**config.mk**
```make
export PLATFORM = sky130hd
export DESIGN_NAME = ghgc_front
export DESIGN_NICKNAME = d
export VERILOG_FILES = /design/src/rtl/generational_handle_heap_gc_defines.svh /design/src/rtl/ghgc_pkg.sv /design/src/rtl/ghgc_front.sv
export SDC_FILE = /design/constraint.sdc
export NUM_CORES = 1
export LEC_CHECK = 0
export ABC_AREA = 1
export CORE_MARGIN = 3
export CORE_UTILIZATION = 35
export CTS_BUF_LIST = sky130_fd_sc_hd__clkbuf_2 sky130_fd_sc_hd__clkbuf_4 sky130_fd_sc_hd__clkbuf_8
export DETAILED_ROUTE_END_ITERATION = 8
export DONT_BUFFER_PORTS = 1
export PLACE_DENSITY = 0.49
export SLEW_MARGIN = 20
export SYNTH_ARGS = -nofsm -noshare
export SYNTH_HDL_FRONTEND = slang
export SYNTH_SLANG_ARGS = --single-unit
```
**constraint.sdc**
```tcl
create_clock -name i_clk -period 11.8 [get_ports i_clk]
set_input_delay 0.59 -clock i_clk [delete_from_list [all_inputs] [get_ports i_clk]]
set_output_delay 0.59 -clock i_clk [all_outputs]
set_load 0.03 [all_outputs]
```
**src/rtl/generational_handle_heap_gc_defines.svh**
```systemverilog
// Assertion macros for the generational handle heap.
// Used by the top level; expects i_clk and i_rst_n in scope.
`ifndef GENERATIONAL_HANDLE_HEAP_GC_DEFINES_SVH
`define GENERATIONAL_HANDLE_HEAP_GC_DEFINES_SVH

// same-cycle implication
`define GHGC_ASSERT_IMP(lbl, ante, cons, msg) \
    lbl: assert property (@(posedge i_clk) disable iff (!i_rst_n) (ante) |-> (cons)) \
        else $error(msg);

// next-cycle implication
`define GHGC_ASSERT_NXT(lbl, ante, cons, msg) \
    lbl: assert property (@(posedge i_clk) disable iff (!i_rst_n) (ante) |=> (cons)) \
        else $error(msg);

`endif

```
**src/rtl/ghgc_pkg.sv**
```systemverilog
// Shared types and constants for the generational handle heap.
// No dependencies.
package ghgc_pkg;

    localparam int MAX_RECORDS_D = 1024;
    localparam int FIELD_WORDS_D = 16384;
    localparam int MAX_FIELDS_D  = 64;
    localparam int MAX_CLASSES_D = 256;
    localparam int GEN_BITS_D    = 16;

    localparam int W_IDX  = 10;
    localparam int W_GEN  = 16;
    localparam int W_CLS  = 8;
    localparam int W_FC   = 7;
    localparam int W_SLOT = 6;
    localparam int W_WORD = 64;
    localparam int W_CCNT = 9;
    localparam int W_RECL = 10;

    localparam int REF_GEN_LSB = 10;
    localparam int QUEUE_DEPTH = 2;

    typedef enum logic [2:0] {
        OP_ALLOC   = 3'd0,
        OP_READ    = 3'd1,
        OP_WRITE   = 3'd2,
        OP_INSPECT = 3'd3,
        OP_BEGIN   = 3'd4,
        OP_MARK    = 3'd5,
        OP_SWEEP   = 3'd6,
        OP_DEFINE  = 3'd7
    } t_op;

    typedef struct packed {
        logic [2:0]        req_type;
        logic [W_IDX-1:0]  handle_index;
        logic [W_GEN-1:0]  handle_generation;
        logic [W_CLS-1:0]  class_id;
        logic [W_FC-1:0]   field_count;
        logic [W_SLOT-1:0] slot_index;
        logic [W_WORD-1:0] write_value;
        logic              is_array;
        logic              element_is_reference;
        logic [W_WORD-1:0] reference_bits;
    } t_req;

    typedef struct packed {
        logic              ok;
        logic [W_IDX-1:0]  new_index;
        logic [W_GEN-1:0]  new_generation;
        logic [W_WORD-1:0] read_value;
        logic [W_CLS-1:0]  object_class;
        logic [W_FC-1:0]   slot_count;
        logic [W_RECL-1:0] reclaimed;
    } t_rsp;

    typedef struct packed {
        t_op  op;
        t_req req;
    } t_cmd;

    typedef struct packed {
        logic ready;
        logic pop;
    } t_bk_stat;

    typedef enum logic [4:0] {
        ST_INIT,
        ST_IDLE,
        ST_AL_HEAD,
        ST_AL_REUSE,
        ST_AL_ZERO,
        ST_RES,
        ST_RD_DATA,
        ST_MCLR,
        ST_SW_RD,
        ST_SW_CHK,
        ST_SW_FREE,
        ST_MK_POP,
        ST_MK_REC,
        ST_MK_CLS,
        ST_MK_FLG,
        ST_MK_SLOT,
        ST_MK_WORD,
        ST_MK_TGT
    } t_state;

endpackage

```
**src/rtl/ghgc_front.sv**
```systemverilog
// Command front end: decodes request words and holds them in a short queue.
// Depends on ghgc_pkg.
module ghgc_front (
    input  logic              i_clk,
    input  logic              i_rst_n,
    input  logic              i_start,
    output logic              o_busy,
    input  ghgc_pkg::t_req    i_req,
    input  ghgc_pkg::t_bk_stat i_stat,
    output logic              o_cmd_vld,
    output ghgc_pkg::t_cmd    o_cmd
);

    localparam int PW = (ghgc_pkg::QUEUE_DEPTH > 1) ? $clog2(ghgc_pkg::QUEUE_DEPTH) : 1;
    localparam int CW = $clog2(ghgc_pkg::QUEUE_DEPTH + 1);

    ghgc_pkg::t_cmd r_q [ghgc_pkg::QUEUE_DEPTH];
    logic [PW-1:0]  r_wp, n_wp;
    logic [PW-1:0]  r_rp, n_rp;
    logic [CW-1:0]  r_cnt, n_cnt;
    ghgc_pkg::t_op  op;
    logic           push;
    logic           pop;

    assign op = ghgc_pkg::t_op'(i_req.req_type);

    assign o_busy    = (r_cnt == CW'(ghgc_pkg::QUEUE_DEPTH)) || !i_stat.ready;
    assign push      = i_start && !o_busy;
    assign pop       = i_stat.pop && (r_cnt != '0);
    assign o_cmd_vld = (r_cnt != '0);
    assign o_cmd     = r_q[r_rp];

    always_comb begin
        n_wp  = r_wp;
        n_rp  = r_rp;
        n_cnt = r_cnt;
        if (push) begin
            n_wp = (r_wp == PW'(ghgc_pkg::QUEUE_DEPTH - 1)) ? '0 : r_wp + PW'(1);
        end
        if (pop) begin
            n_rp = (r_rp == PW'(ghgc_pkg::QUEUE_DEPTH - 1)) ? '0 : r_rp + PW'(1);
        end
        if (push && !pop) begin
            n_cnt = r_cnt + CW'(1);
        end else if (pop && !push) begin
            n_cnt = r_cnt - CW'(1);
        end
    end

    always_ff @(posedge i_clk) begin
        if (!i_rst_n) begin
            r_wp  <= '0;
            r_rp  <= '0;
            r_cnt <= '0;
        end else begin
            r_wp  <= n_wp;
            r_rp  <= n_rp;
            r_cnt <= n_cnt;
        end
    end

    always_ff @(posedge i_clk) begin
        if (push) begin
            r_q[r_wp] <= '{op: op, req: i_req};
        end
    end

endmodule

```
# After elaboration in Yosys (flattened, before gate mapping)

Memory sizes are Yosys's and may differ from the RTL's. A register that Yosys moved wholly into a read port is not among the register bits.
Index checks and enable logic that the tools add are counted.

$add $sub $neg: 4
Eq/ne operators: 1
Reductions and logical operators: 11
Mux-type cells: 8

Operator list:

| operator              | number |
|---|---|
| $mux W1               | 6 |
| $logic_and A1 B1 Y1   | 4 |
| $logic_not A1 Y1      | 4 |
| $mux W2               | 2 |
| $reduce_bool A2 Y1    | 2 |
| $add A1 B1 Y1 const B | 2 |
| $add A2 B1 Y2 const B | 1 |
| $eq A2 B2 Y1 const B  | 1 |
| $sub A2 B1 Y2 const B | 1 |
| $logic_or A1 B1 Y1    | 1 |

Logic and storage cells: 28
Output and inout port bits: 185
Input bits: 185
Flip-flop bits (word level): 4
Memories kept: 1
Memory bits (writable): 366

Memory list:

| memory | words | bits a word | rd ports | clocked after memory_dff | wr ports | line             | RTL |
|---|---|---|---|---|---|---|---|
| r_q    | 2     | 183         | 1        | 1                        | 1        | ghgc_front.sv:17 | `ghgc_pkg::t_cmd r_q [ghgc_pkg::QUEUE_DEPTH];` |

# Depth between registers and ports, before layout

Gate-level depths: netlist of run 1.

Depth in word-level cells: 8
Gate-level depth with buffers: 11
Gate-level depth less buffers: 11

# Worst setup path after synthesis of run 1

No wires, ideal clock.

Path type: in2reg
Start point: input i_start
End point: memory r_q[0][0] in the netlist's numbering (enable)
Required time: 11.077 ns
Data arrival time: 8.174 ns
Library setup time: 0.723 ns
Stages: 2
Path slack: 2.904 ns
Buffers on the path: 0
Cells stage by stage: nand3_1 > nor2_1

Word-level cells in the longest chain between the ends: 3

Ends and longest elaborated chain:

| item                          | line             | RTL |
|---|---|---|
| start, declared               | ghgc_front.sv:6  | `input logic i_start,` |
| $logic_and A1 B1 Y1           | ghgc_front.sv:28 | `assign push = i_start && !o_busy;` |
| $mux W1                       | ghgc_front.sv:63 | `if (push) begin` |
| $mux W1 (not written as such) | ghgc_front.sv:64 | `r_q[r_wp] <= '{op: op, req: i_req};` |
| end, declared                 | ghgc_front.sv:17 |  |

Every way passes these cells.

==> metrics.csv, run 1 <==
metric,value,unit
status,"finished, final reports clean",
Skew-Pair Late Insertion Delay,0.59,ns
Core Area,0.03811,mm^2
post-CTS setup buffer count,0,
Initial DRC Count,240,
Initial Utilization,35.85,%
maximum fanout along the worst path,62,
Root Driver,clkbuf_8,
Synth top area share,79.11,%
Syn Std Cell Area,0.01366,mm^2
initial antenna violation count,0,
gpl congestion,0.7489,
antenna cells,0,
max-cap viol count,0,
DP Cell Count,1098,
CTS tree,yes,
number of synthesized register bits,365,
commonest cells in the netlist,"360 x edfxtp_1, 100 x mux2_4, 80 x mux2_2",
remaining global-route overflow,0,
die area,0.04145,mm^2
Place WS,8.716,ns
CP required,11.21,ns
DP HPWL,18.04,mm
Synth cell types,16,
setup TNS,0,ns
cts repair resizes,0,
PD cells,210.9,mW/mm^2
H-tree levels,3,
largest net degree at the start of global routing,110,
Final ANT Viol Nets,0,
Worst slew margin,30.29,%
Critical Path Sink Type,output port,
Final Skew,0.01599,ns
vias in the first global route,6142,
Clock Tree Buf Depth,3,
adder-cell share of the synthesized area,0.09157,%
reg-to-reg endpoint,r_q[1][85],
"Primary FF master, synth",edfxtp_1,
cell taking the most area after synthesis,edfxtp_1,
routed via count,5644,
most common cell in the synthesized netlist,edfxtp_1,
fin cells,1213,
Post-Synth XOR/XNOR Area,0,%
Compound-Gate Fraction of Synth Area,0.1282,%
mux cell area share after synthesis,17.58,%
async set-reset flop share out of synthesis,0,%
Ports,370,
layout cell share with drive strength beyond 1,40.74,%
area of the multi-input gates,0.002526,mm^2
R2R Setup Slk,8.88,ns
RSZ-0062 raised after global routing,false,
Hold Buf Count CTS,0,
row count,71,
Yosys warning total,0,
FF/Latch Area,0.01091,mm^2
Post-Syn Instances,603,
fmax,0.2748,GHz
largest family of logic cells by synthesized area,multiplexers,
r2r worst-path depth,5,
final count of negative-setup-slack endpoints,0,
Die Wd,203.6,um
Hold Fails Final Rpt,0,
Startpoint Class,flip-flop,
P&R area growth vs syn,13.25,%
first-pass GRT wire length,38.77,mm
Hold WS,0.08609,ns
worst slew pin tran,1.046,ns
Max Transition Viols Final,0,
DR vias/cell,4.653,
Num CTS Buffers,66,
Setup crit end,o_cmd[31],
worst min path class,in2reg,
die height,203.6,um
Post-synth EDFFs,360,
leakage,0.005152,uW
Tmin final,3.639,ns
Initial DRT Pass Iterations,4,
Post-Synth Simple-Gate Area,0.6318,%
Mean Syn Cell Area,22.66,um^2
ranking of synthesized cells by area,"edfxtp_1 79%, mux2_4 11%, mux2_2 6.6%",
Total Wirelength,26.89,mm
clock slew at reported path FFs,0.05,ns
post-synthesis sequential area ratio,79.85,%
final worst-path setup slack,8.161,ns
crit path kind,reg2out,
Final period util,30.84,%
Overall Global Routing Usage,12.56,%
Syn Nets,789,
RR Startpoint,r_cnt[0],
CP arrival,3.05,ns
Nets,841,
worst vdd ir,143.3,uV
I/O Buffers,0,
# fillers,3346,
# DRC,0,
drt wl/cell,22.17,um
CTS sink count,365,
-- metrics by stage --
stage / util, % / power, uW / cell area (um^2)
after floorplan: - / 2092 / 13660
after global placement: 37.19 / 2132 / 14170
after detailed placement: 37.19 / 2142 / 14170
after CTS: 40.60 / 3319 / 15470
after global routing: 40.61 / 3408 / 15470
final: 40.61 / 3263 / 15470
-- power breakdown --
| part | internal, uW | switching [uW] | total [uW] |
|---|---|---|---|
| registers | 1510 | 20.9 | 1540 |
| logic | 174 | 395 | 569 |
| clock network | 666 | 492 | 1160 |
| total | 2360 | 908 | 3260 |
-- logic make-up (layout without fill, tap and decap cells) --
kind of cell	Yosys count	after routing
multiplexers	180	180
AO/OA/AOI/OAI	3	3
buffers and inverters	33	132
AND/OR/NAND/NOR	21	21
adder cells (fa/ha/maj)	1	1
flip-flops	365	365
-- flip-flops by register name, indices dropped and copies added, names as in the netlist, named ones only --
name and count:
r_rp 1, r_cnt 2, r_wp 1, r_q 360
-- routing by layer --
| layer | track usage (%) | part of all wire (%) |
|---|---|---|
| met4 | 4.941 | 2.5 |
| met5 | 0 | 0 |
| met3 | 9.210 | 15 |
| met2 | 20.23 | 48 |
| met1 | 12.44 | 34 |
-- cells in the final DEF (no fill, tap or decap), drive strengths merged --
| cell type | Yosys | layout |
|---|---|---|
| dfxtp | 5 | 5 |
| nor2 | 6 | 6 |
| inv | 10 | 11 |
| nand2 | 11 | 11 |
| o21a | 1 | 1 |
| nand3 | 2 | 2 |
| clkinv | 0 | 23 |
| nand4 | 2 | 2 |
| bufinv | 0 | 4 |
| edfxtp | 360 | 360 |
| clkbuf | 0 | 83 |
| buf | 23 | 7 |
| a21oi | 1 | 1 |
| o21ai | 1 | 1 |
| ha | 1 | 1 |
| clkinvlp | 0 | 4 |
| mux2 | 180 | 180 |
-- worst min-delay path by stage --
stage | from | to | depth (start not counted)
4_1_cts | i_req[107] | r_q[0][107] | 0
3_3_place_gp | r_rp | r_rp | 2
2_1_floorplan | r_rp | flip-flop | 2
6_report | i_req[11] | r_q[1][11] | 0
3_5_place_dp | r_rp | flip-flop | 2
5_1_grt | i_req[26] | r_q[1][26] | 0
-- cell type report --
class,count,share of cell area [%]
clock inverter,32,1.641
multi-input combinational,205,16.32
tap,511,4.132
sequential,365,70.53
inverter,10,0.2749
clock buffer,83,6.735
timing repair buffer,7,0.3638
-- critical path, stage by stage (launching register included) --
cell	delay [ns]
dfxtp_4	0.44
buf_4	0.79
buf_4	0.64
mux2_2	0.49
Power figures use the tool's default switching activity.
==> run 2: changes to the inputs <==
--- a/config.mk
+++ b/config.mk
@@ -11,7 +11,7 @@
 export CTS_BUF_LIST = sky130_fd_sc_hd__clkbuf_2 sky130_fd_sc_hd__clkbuf_4 sky130_fd_sc_hd__clkbuf_8
 export DETAILED_ROUTE_END_ITERATION = 8
 export DONT_BUFFER_PORTS = 1
-export PLACE_DENSITY = 0.49
+export PLACE_DENSITY = 0.51
 export SLEW_MARGIN = 20
 export SYNTH_ARGS = -nofsm -noshare
 export SYNTH_HDL_FRONTEND = slang
==> constraint.sdc (replaced) <==
create_clock -name i_clk -period 2.95 [get_ports i_clk]
set_input_delay 0.1475 -clock i_clk [delete_from_list [all_inputs] [get_ports i_clk]]
set_output_delay 0.1475 -clock i_clk [all_outputs]
set_load 0.03 [all_outputs]
==> run 2 against run 1 <==
Critical path depth shrank 1. Worst hold slack gained 0.081 ns. Largest power group unchanged. First-iteration DRC count increased by 10%. Clock power grew to 3.7 times the previous value. Routed wire length is 4.1% higher. Critical endpoint is now o_cmd[19]. Sequential cell count did not move. Setup slack lost 7.4 ns. Via count grew 12%.
==> metrics.csv, run 2 (synthesis results as in run 1) <==
metric,value,unit,change
Max Transition Viols Final,0,,unchanged
H-tree levels,2,,-1
Crit path buffers/inverters,1,,-1
crit path kind,reg2out,,
Place WS,1.070,ns,-7.646 ns
final worst-path setup slack,0.7868,ns,-7.374 ns
I/O Buffers,0,,unchanged
first-pass GRT wire length,41.32,mm,+6.6%
die area,0.04145,mm^2,unchanged
Final Skew,0.01105,ns,-0.004943 ns
Initial Utilization,35.85,%,unchanged
Worst slew margin,42.57,%,+12 points
post-layout util,45.31,%,+4.7 points
CP arrival,2.02,ns,-1.03 ns
Total Wirelength,28.01,mm,+4.1%
gpl congestion,0.7463,,-0.35%
DP Cell Count,1098,,unchanged
Tmin final,2.163,ns,
layout cell share with drive strength beyond 1,32.08,%,-8.7 points
CTS sink count,365,,unchanged
Levels on crit path,2,,-1
"Slowest-stage cell, CP",mux2_2,,
fmax,0.4623,GHz,
max-cap viol count,0,,unchanged
Post-DP Area,0.01424,mm^2,+0.49%
Nets,1018,,+21%
hold path cells,3,,+3
largest registers,"r_q x360, r_cnt x2",,
clock slew at reported path FFs,0.06,ns,about the same
routed via count,6326,,+12%
cells along the critical path,buf_12 -> mux2_2,,
# DRC,0,,unchanged
Critical Path Sink Type,output port,,
initial antenna violation count,3,,+3
Die Wd,203.6,um,unchanged
Largest register FFs,360,,unchanged
Root Driver,clkbuf_8,,
fin cells,1389,,+15%
Num CTS Buffers,58,,-12%
"commonest non-fill, non-tap cell in the layout",edfxtp_1,,
Largest Register,r_q,,
drt wl/cell,20.16,um,-9.0%
row count,71,,unchanged
maximum fanout along the worst path,81,,+31%
P&R area growth vs syn,26.38,%,
Skew-Pair Late Insertion Delay,0.61,ns,+0.02 ns
vias in the first global route,6924,,+13%
"CP delay by family, top",multiplexers,,
max incr delay on CP,0.50,ns,-0.29 ns
worst slew pin tran,0.8615,ns,-0.1842 ns
final count of negative-setup-slack endpoints,0,,unchanged
die height,203.6,um,unchanged
Ports,370,,unchanged
Startpoint Class,flip-flop,,
Final ANT Viol Nets,0,,unchanged
"commonest non-fill, non-tap cells in the layout","360 x edfxtp_1, 185 x dlygate4sd3_1, 100 x mux2_4",,
cts repair resizes,0,,unchanged
post-CTS setup buffer count,0,,unchanged
Initial DRT Pass Iterations,4,,unchanged
worst min path class,in2reg,,
Initial DRC Count,265,,+10%
leakage,0.005884,uW,+14%
Overall Global Routing Usage,13.00,%,+0.44 points
remaining global-route overflow,0,,unchanged
CTS tree,yes,,
DR vias/cell,4.554,,-2.1%
DP HPWL,17.82,mm,-1.2%
r2r worst-path depth,8,,+3
RSZ-0062 raised after global routing,false,,
CP required,2.80,ns,-8.41 ns
Core Area,0.03811,mm^2,unchanged
status,"finished, final reports clean",,
Clock Tree Buf Depth,3,,unchanged
largest net degree at the start of global routing,148,,+35%
"Design Area, Final",0.01727,mm^2,+12%
PD cells,751.7,mW/mm^2,+260%
Final period util,73.33,%,
worst vdd ir,507.1,uV,+250%
Hold Fails Final Rpt,0,,unchanged
Overall Power,12980,uW,+300%
run 2: cell types whose count changed in the layout (fill, tap and decap cells not counted), moves of 2 or more:
cell	change
clkbuf_8	-6
inv_6	-2
clkbuf_4	-5
buf_4	-4
buf_12	+5
clkinv_2	+6
clkinv_1	-2
dlygate4sd3_1	+185
diode_2	+2
clkinvlp_4	-2
run 2: what timing repair did:
item	CTS	global route
hold endpoints to repair	365	0
hold buffers	185	0
endpoints found under the setup margin	0	0
run 2: per-layer routing:
layer / share of wire [%] / GRT usage, % / vias up
li1: - / - / 2846
met1: 37 / 14.27 / 3118
met2: 50 / 22.01 / 294
met3: 9.5 / 5.507 / 66
met4: 3.2 / 5.851 / 2
met5: 0.046 / 0 / -
run 2: worst reg2reg max path: cells and delay by family, from the launching register on:
| family | cells | cell delay (ns) |
|---|---|---|
| buffers and inverters | 4 | 1.30 |
| DFF | 1 | 0.33 |
| and+or+nand+nor | 4 | 0.28 |
run 2: layout make-up:
type | instances | area, um^2
timing repair buffer | 192 | 1967
antenna | 2 | 5.005
multi-input combinational | 205 | 2534
inverter | 10 | 41.29
fill | 3146 | 20840
tap | 511 | 639.4
sequential | 365 | 10920
clock inverter | 32 | 245.2
clock buffer | 72 | 922.1
run 2: path summary, 6_finish.rpt:
kind | from | end | slack (ns)
worst max-delay path | flip-flop | o_cmd[19] | 0.79
worst min register to register | r_rp | flip-flop | 0.51
worst max register to register | r_cnt[0] | r_wp | 0.93
worst min-delay path | i_stat[1] | r_q[0][9] | 0.17
run 2: per-stage QoR:
step                      setup TNS [ns]  hold slack (ns)
final                                  0           0.1667
after global routing                   0           0.1283
after CTS                              0          0.08243
after detailed placement               0           0.2465
after global placement                 0           0.2465
after floorplan                  -258.23           0.2464
run 2: power breakdown:
group | switching [uW] | leakage (uW) | internal [uW]
registers | 80.4 | 0.00334 | 6050
logic | 1680 | 0.00193 | 888
clock network | 1890 | 0.000612 | 2400
==> run 3: changes to the inputs <==
--- a/config.mk
+++ b/config.mk
@@ -5,13 +5,13 @@
 export SDC_FILE = /design/constraint.sdc
 export NUM_CORES = 1
 export LEC_CHECK = 0
-export ABC_AREA = 1
+export ABC_AREA = 0
 export CORE_MARGIN = 3
 export CORE_UTILIZATION = 35
 export CTS_BUF_LIST = sky130_fd_sc_hd__clkbuf_2 sky130_fd_sc_hd__clkbuf_4 sky130_fd_sc_hd__clkbuf_8
 export DETAILED_ROUTE_END_ITERATION = 8
 export DONT_BUFFER_PORTS = 1
-export PLACE_DENSITY = 0.51
+export PLACE_DENSITY = 0.49
 export SLEW_MARGIN = 20
 export SYNTH_ARGS = -nofsm -noshare
 export SYNTH_HDL_FRONTEND = slang
==> constraint.sdc (replaced) <==
create_clock -name i_clk -period 2 [get_ports i_clk]
set_input_delay 0.1 -clock i_clk [delete_from_list [all_inputs] [get_ports i_clk]]
set_output_delay 0.1 -clock i_clk [all_outputs]
set_load 0.03 [all_outputs]
==> run 3 against run 2 <==
Utilization rose by 2.1 points. Via count rose by 1.2%. Design area rose by 4.4%. Synthesized cell count fell by 2.5%. Non-clock buffer count rose by 28. Clock-buffer cell count fell by 1. Critical path depth rose by 1. Global-route usage rose by 0.95 points. Highest routed layer is now met4. Largest cell class unchanged. Clock power rose by 51%.
==> metrics.csv, run 3 <==
metric,value,unit,change
status,"finished, final reports clean",,
Nets,1030,,+1.2%
PD cells,1263,mW/mm^2,+68%
drt wl/cell,21.12,um,+4.8%
Skew-Pair Late Insertion Delay,0.64,ns,+0.03 ns
RSZ-0062 raised after global routing,true,,
Critical Path Sink Type,output port,,
hold path cells,4,,+1
cell taking the most area after synthesis,edfxtp_1,,
"Primary FF master, synth",edfxtp_1,,
Total Wirelength,29.74,mm,+6.2%
CP required,1.90,ns,-0.90 ns
die height,203.5,um,about the same
reg-to-reg endpoint,r_q[0][84],,
Final ANT Viol Nets,0,,unchanged
"CP delay by family, top",multiplexers,,
max-cap viol count,0,,unchanged
layout cell share with drive strength beyond 1,34.71,%,+2.6 points
maximum fanout along the worst path,20,,-75%
final worst-path setup slack,0.03264,ns,-0.7541 ns
Post-synth EDFFs,360,,unchanged
R2R Setup Slk,0.30,ns,-0.63 ns
Hold WS,0.08063,ns,-0.08611 ns
Max Transition Viols Final,0,,unchanged
P&R area growth vs syn,32.16,%,
die area,0.04140,mm^2,-0.12%
remaining global-route overflow,0,,unchanged
Largest register FFs,360,,unchanged
worst vdd ir,690.0,uV,+36%
"commonest non-fill, non-tap cells in the layout","360 x edfxtp_1, 185 x dlygate4sd3_1, 156 x mux2_4",,
GR Util met3,7.199,%,+1.7 points
Startpoint Class,flip-flop,,
busiest grt layer,met2,,
routed via count,6401,,+1.2%
post-synthesis sequential area ratio,79.95,%,+0.10 points
sw frac,31.98,%,+3.9 points
Syn Std Cell Area,0.01365,mm^2,-0.13%
met1 Use GR,16.32,%,+2.0 points
vias in the first global route,6961,,+0.53%
initial antenna violation count,4,,+1
# DRC,0,,unchanged
Synth cell types,21,,+5
Ports,370,,unchanged
Initial DRT Pass Iterations,5,,+1
commonest cells in the netlist,"360 x edfxtp_1, 100 x mux2_4, 80 x mux2_2",,
Synth top area share,79.22,%,+0.10 points
Root Driver,clkbuf_8,,
r2r worst-path depth,5,,-3
Place WS,0.2978,ns,-0.7718 ns
worst min path class,in2reg,,
fmax,0.5083,GHz,
Logic pwr share,30.9,%,+11 points
"Slowest-stage cell, CP",mux2_2,,
ranking of synthesized cells by area,"edfxtp_1 79%, mux2_4 11%, mux2_2 6.6%",,
Core Area,0.03802,mm^2,-0.23%
Yosys warning total,0,,unchanged
Clock power frac,28.3,%,-4.7 points
row count,71,,unchanged
H-tree levels,2,,unchanged
Final Skew,0.01630,ns,+0.005258 ns
max incr delay on CP,0.44,ns,-0.06 ns
RR Startpoint,r_cnt[0],,
"commonest non-fill, non-tap cell in the layout",edfxtp_1,,
P_sw,7285,uW,+100%
Worst slew margin,76.47,%,+34 points
Internal Power,15500,uW,+66%
Syn Nets,774,,-1.9%
Post-Syn Instances,588,,-2.5%
Num CTS Buffers,57,,-1.7%
first-pass GRT wire length,43.68,mm,+5.7%
met2 usage,22.36,%,+0.35 points
Largest Register,r_q,,
Overall Global Routing Usage,13.95,%,+0.95 points
Flop pwr share,40.8,%,-6.4 points
DP HPWL,19.31,mm,+8.3%
Hold Startpoint,i_stat[1],,
DR vias/cell,4.546,,-0.18%
Crit path buffers/inverters,2,,+1
Clock Tree Buf Depth,3,,unchanged
WHS Endpoint,r_cnt[1],,
Final period util,98.37,%,
cells along the critical path,buf_4 -> buf_16 -> mux2_2,,
clock slew at reported path FFs,0.06,ns,about the same
CTS tree,yes,,
FF/Latch Area,0.01092,mm^2,unchanged
gpl congestion,0.7412,,-0.68%
number of synthesized register bits,365,,unchanged
largest registers,"r_q x360, r_cnt x2",,
Hold Fails Final Rpt,0,,unchanged
Tmin final,1.967,ns,
most common cell in the synthesized netlist,edfxtp_1,,
Die Wd,203.5,um,about the same
CTS sink count,365,,unchanged
worst slew pin tran,0.3521,ns,-0.5093 ns
DP Cell Count,1101,,+0.27%
area of the multi-input gates,0.002771,mm^2,+9.4%
I/O Buffers,0,,unchanged
leakage,0.006292,uW,+6.9%
# fillers,3197,,+1.6%
Initial Utilization,35.89,%,+0.038 points
final count of negative-setup-slack endpoints,0,,unchanged
CP arrival,1.87,ns,-0.15 ns
Initial DRC Count,209,,-21%
Mean Syn Cell Area,23.21,um^2,+2.4%
async set-reset flop share out of synthesis,0,%,unchanged
largest net degree at the start of global routing,42,,-72%
crit path kind,reg2out,,
fin cells,1408,,+1.4%
==> run 3: changes by cell type after synthesis, moves of 2 or more <==
cell      previous run  this run
nand4_1              2         0
xnor2_1              0         2
and2_1               0         4
nand2b_1             0         2
nor2_1               6         0
nand2_1             11         2
nand3_1              2         0
inv_1               10         0
==> run 3: worst max-delay path by stage <==
stage	from	endpoint	slack [ns]	cells after the start
2_1_floorplan	r_cnt[0]	r_q[0][0]	-1.80	3
3_3_place_gp	r_cnt[0]	r_q[0][162]	0.35	5
3_5_place_dp	r_cnt[0]	r_q[0][162]	0.30	5
4_1_cts	flip-flop	o_cmd[156]	-0.05	3
5_1_grt	flip-flop	o_cmd[36]	-0.07	3
6_report	flip-flop	o_cmd[26]	0.03	3
==> run 3: timing repair <==
item                                    CTS  global route
hold buffers                            185             0
endpoints found under the setup margin  147            77
hold endpoints to repair                365             0
setup buffers                             6             0
pin swaps                                 0             0
cloned                                    4             1
resized for setup                        36            30
==> run 3: power groups by stage <==
stage | sequential [uW] | combinational, uW | clock (uW)
2_1_floorplan | 9420 | 5130 | 0
3_3_place_gp | 9420 | 5910 | 0
3_5_place_dp | 9450 | 5980 | 0
4_1_cts | 9280 | 6970 | 6690
5_1_grt | 9330 | 7360 | 7070
6_report | 9280 | 7040 | 6450
==> run 3: cells by family after synthesis <==
group | Yosys count | synth area share, %
AOI/OAI and AO/OA | 3 | 0.1283
xor gates and xnor gates | 3 | 0.1926
adders and majority gates | 1 | 0.09167
buffers and inverters | 23 | 1.449
DFF | 365 | 79.95
muxes | 181 | 17.68
and+or+nand+nor | 12 | 0.5135
==> run 3: area by class of cell <==
cell class / instances / area share [%]
diodes: 4 / 0.05550
clock buffers: 71 / 4.932
clock inverters: 37 / 1.651
multi-input cells: 200 / 15.37
flip-flops and latches: 365 / 60.52
well taps: 511 / 3.545
repair buffers: 220 / 13.93
==> run 3: routing by layer <==
layer	vias up	wire length [um]
li1	2884	-
met1	3194	11510
met2	278	14310
met3	45	3258
met4	0	664
met5	-	0
==> run 3: through the flow <==
step | setup TNS, ns | total power, uW | area, um^2 | util (%)
2_1_floorplan | -563.17 | 14550 | 13670 | -
3_3_place_gp | 0 | 15340 | 14540 | 38.25
3_5_place_dp | 0 | 15430 | 14540 | 38.25
4_1_cts | -2.043 | 22940 | 17890 | 47.05
5_1_grt | -1.969 | 23760 | 18040 | 47.44
6_report | 0 | 22780 | 18040 | 47.44
==> run 3: worst register-to-register path, cell delays in order (launching register included) <==
cell      delay, ns
dfxtp_2        0.37
nand2b_4       0.14
and3_4         0.20
nor2b_4        0.20
buf_12         0.23
buf_12         0.25
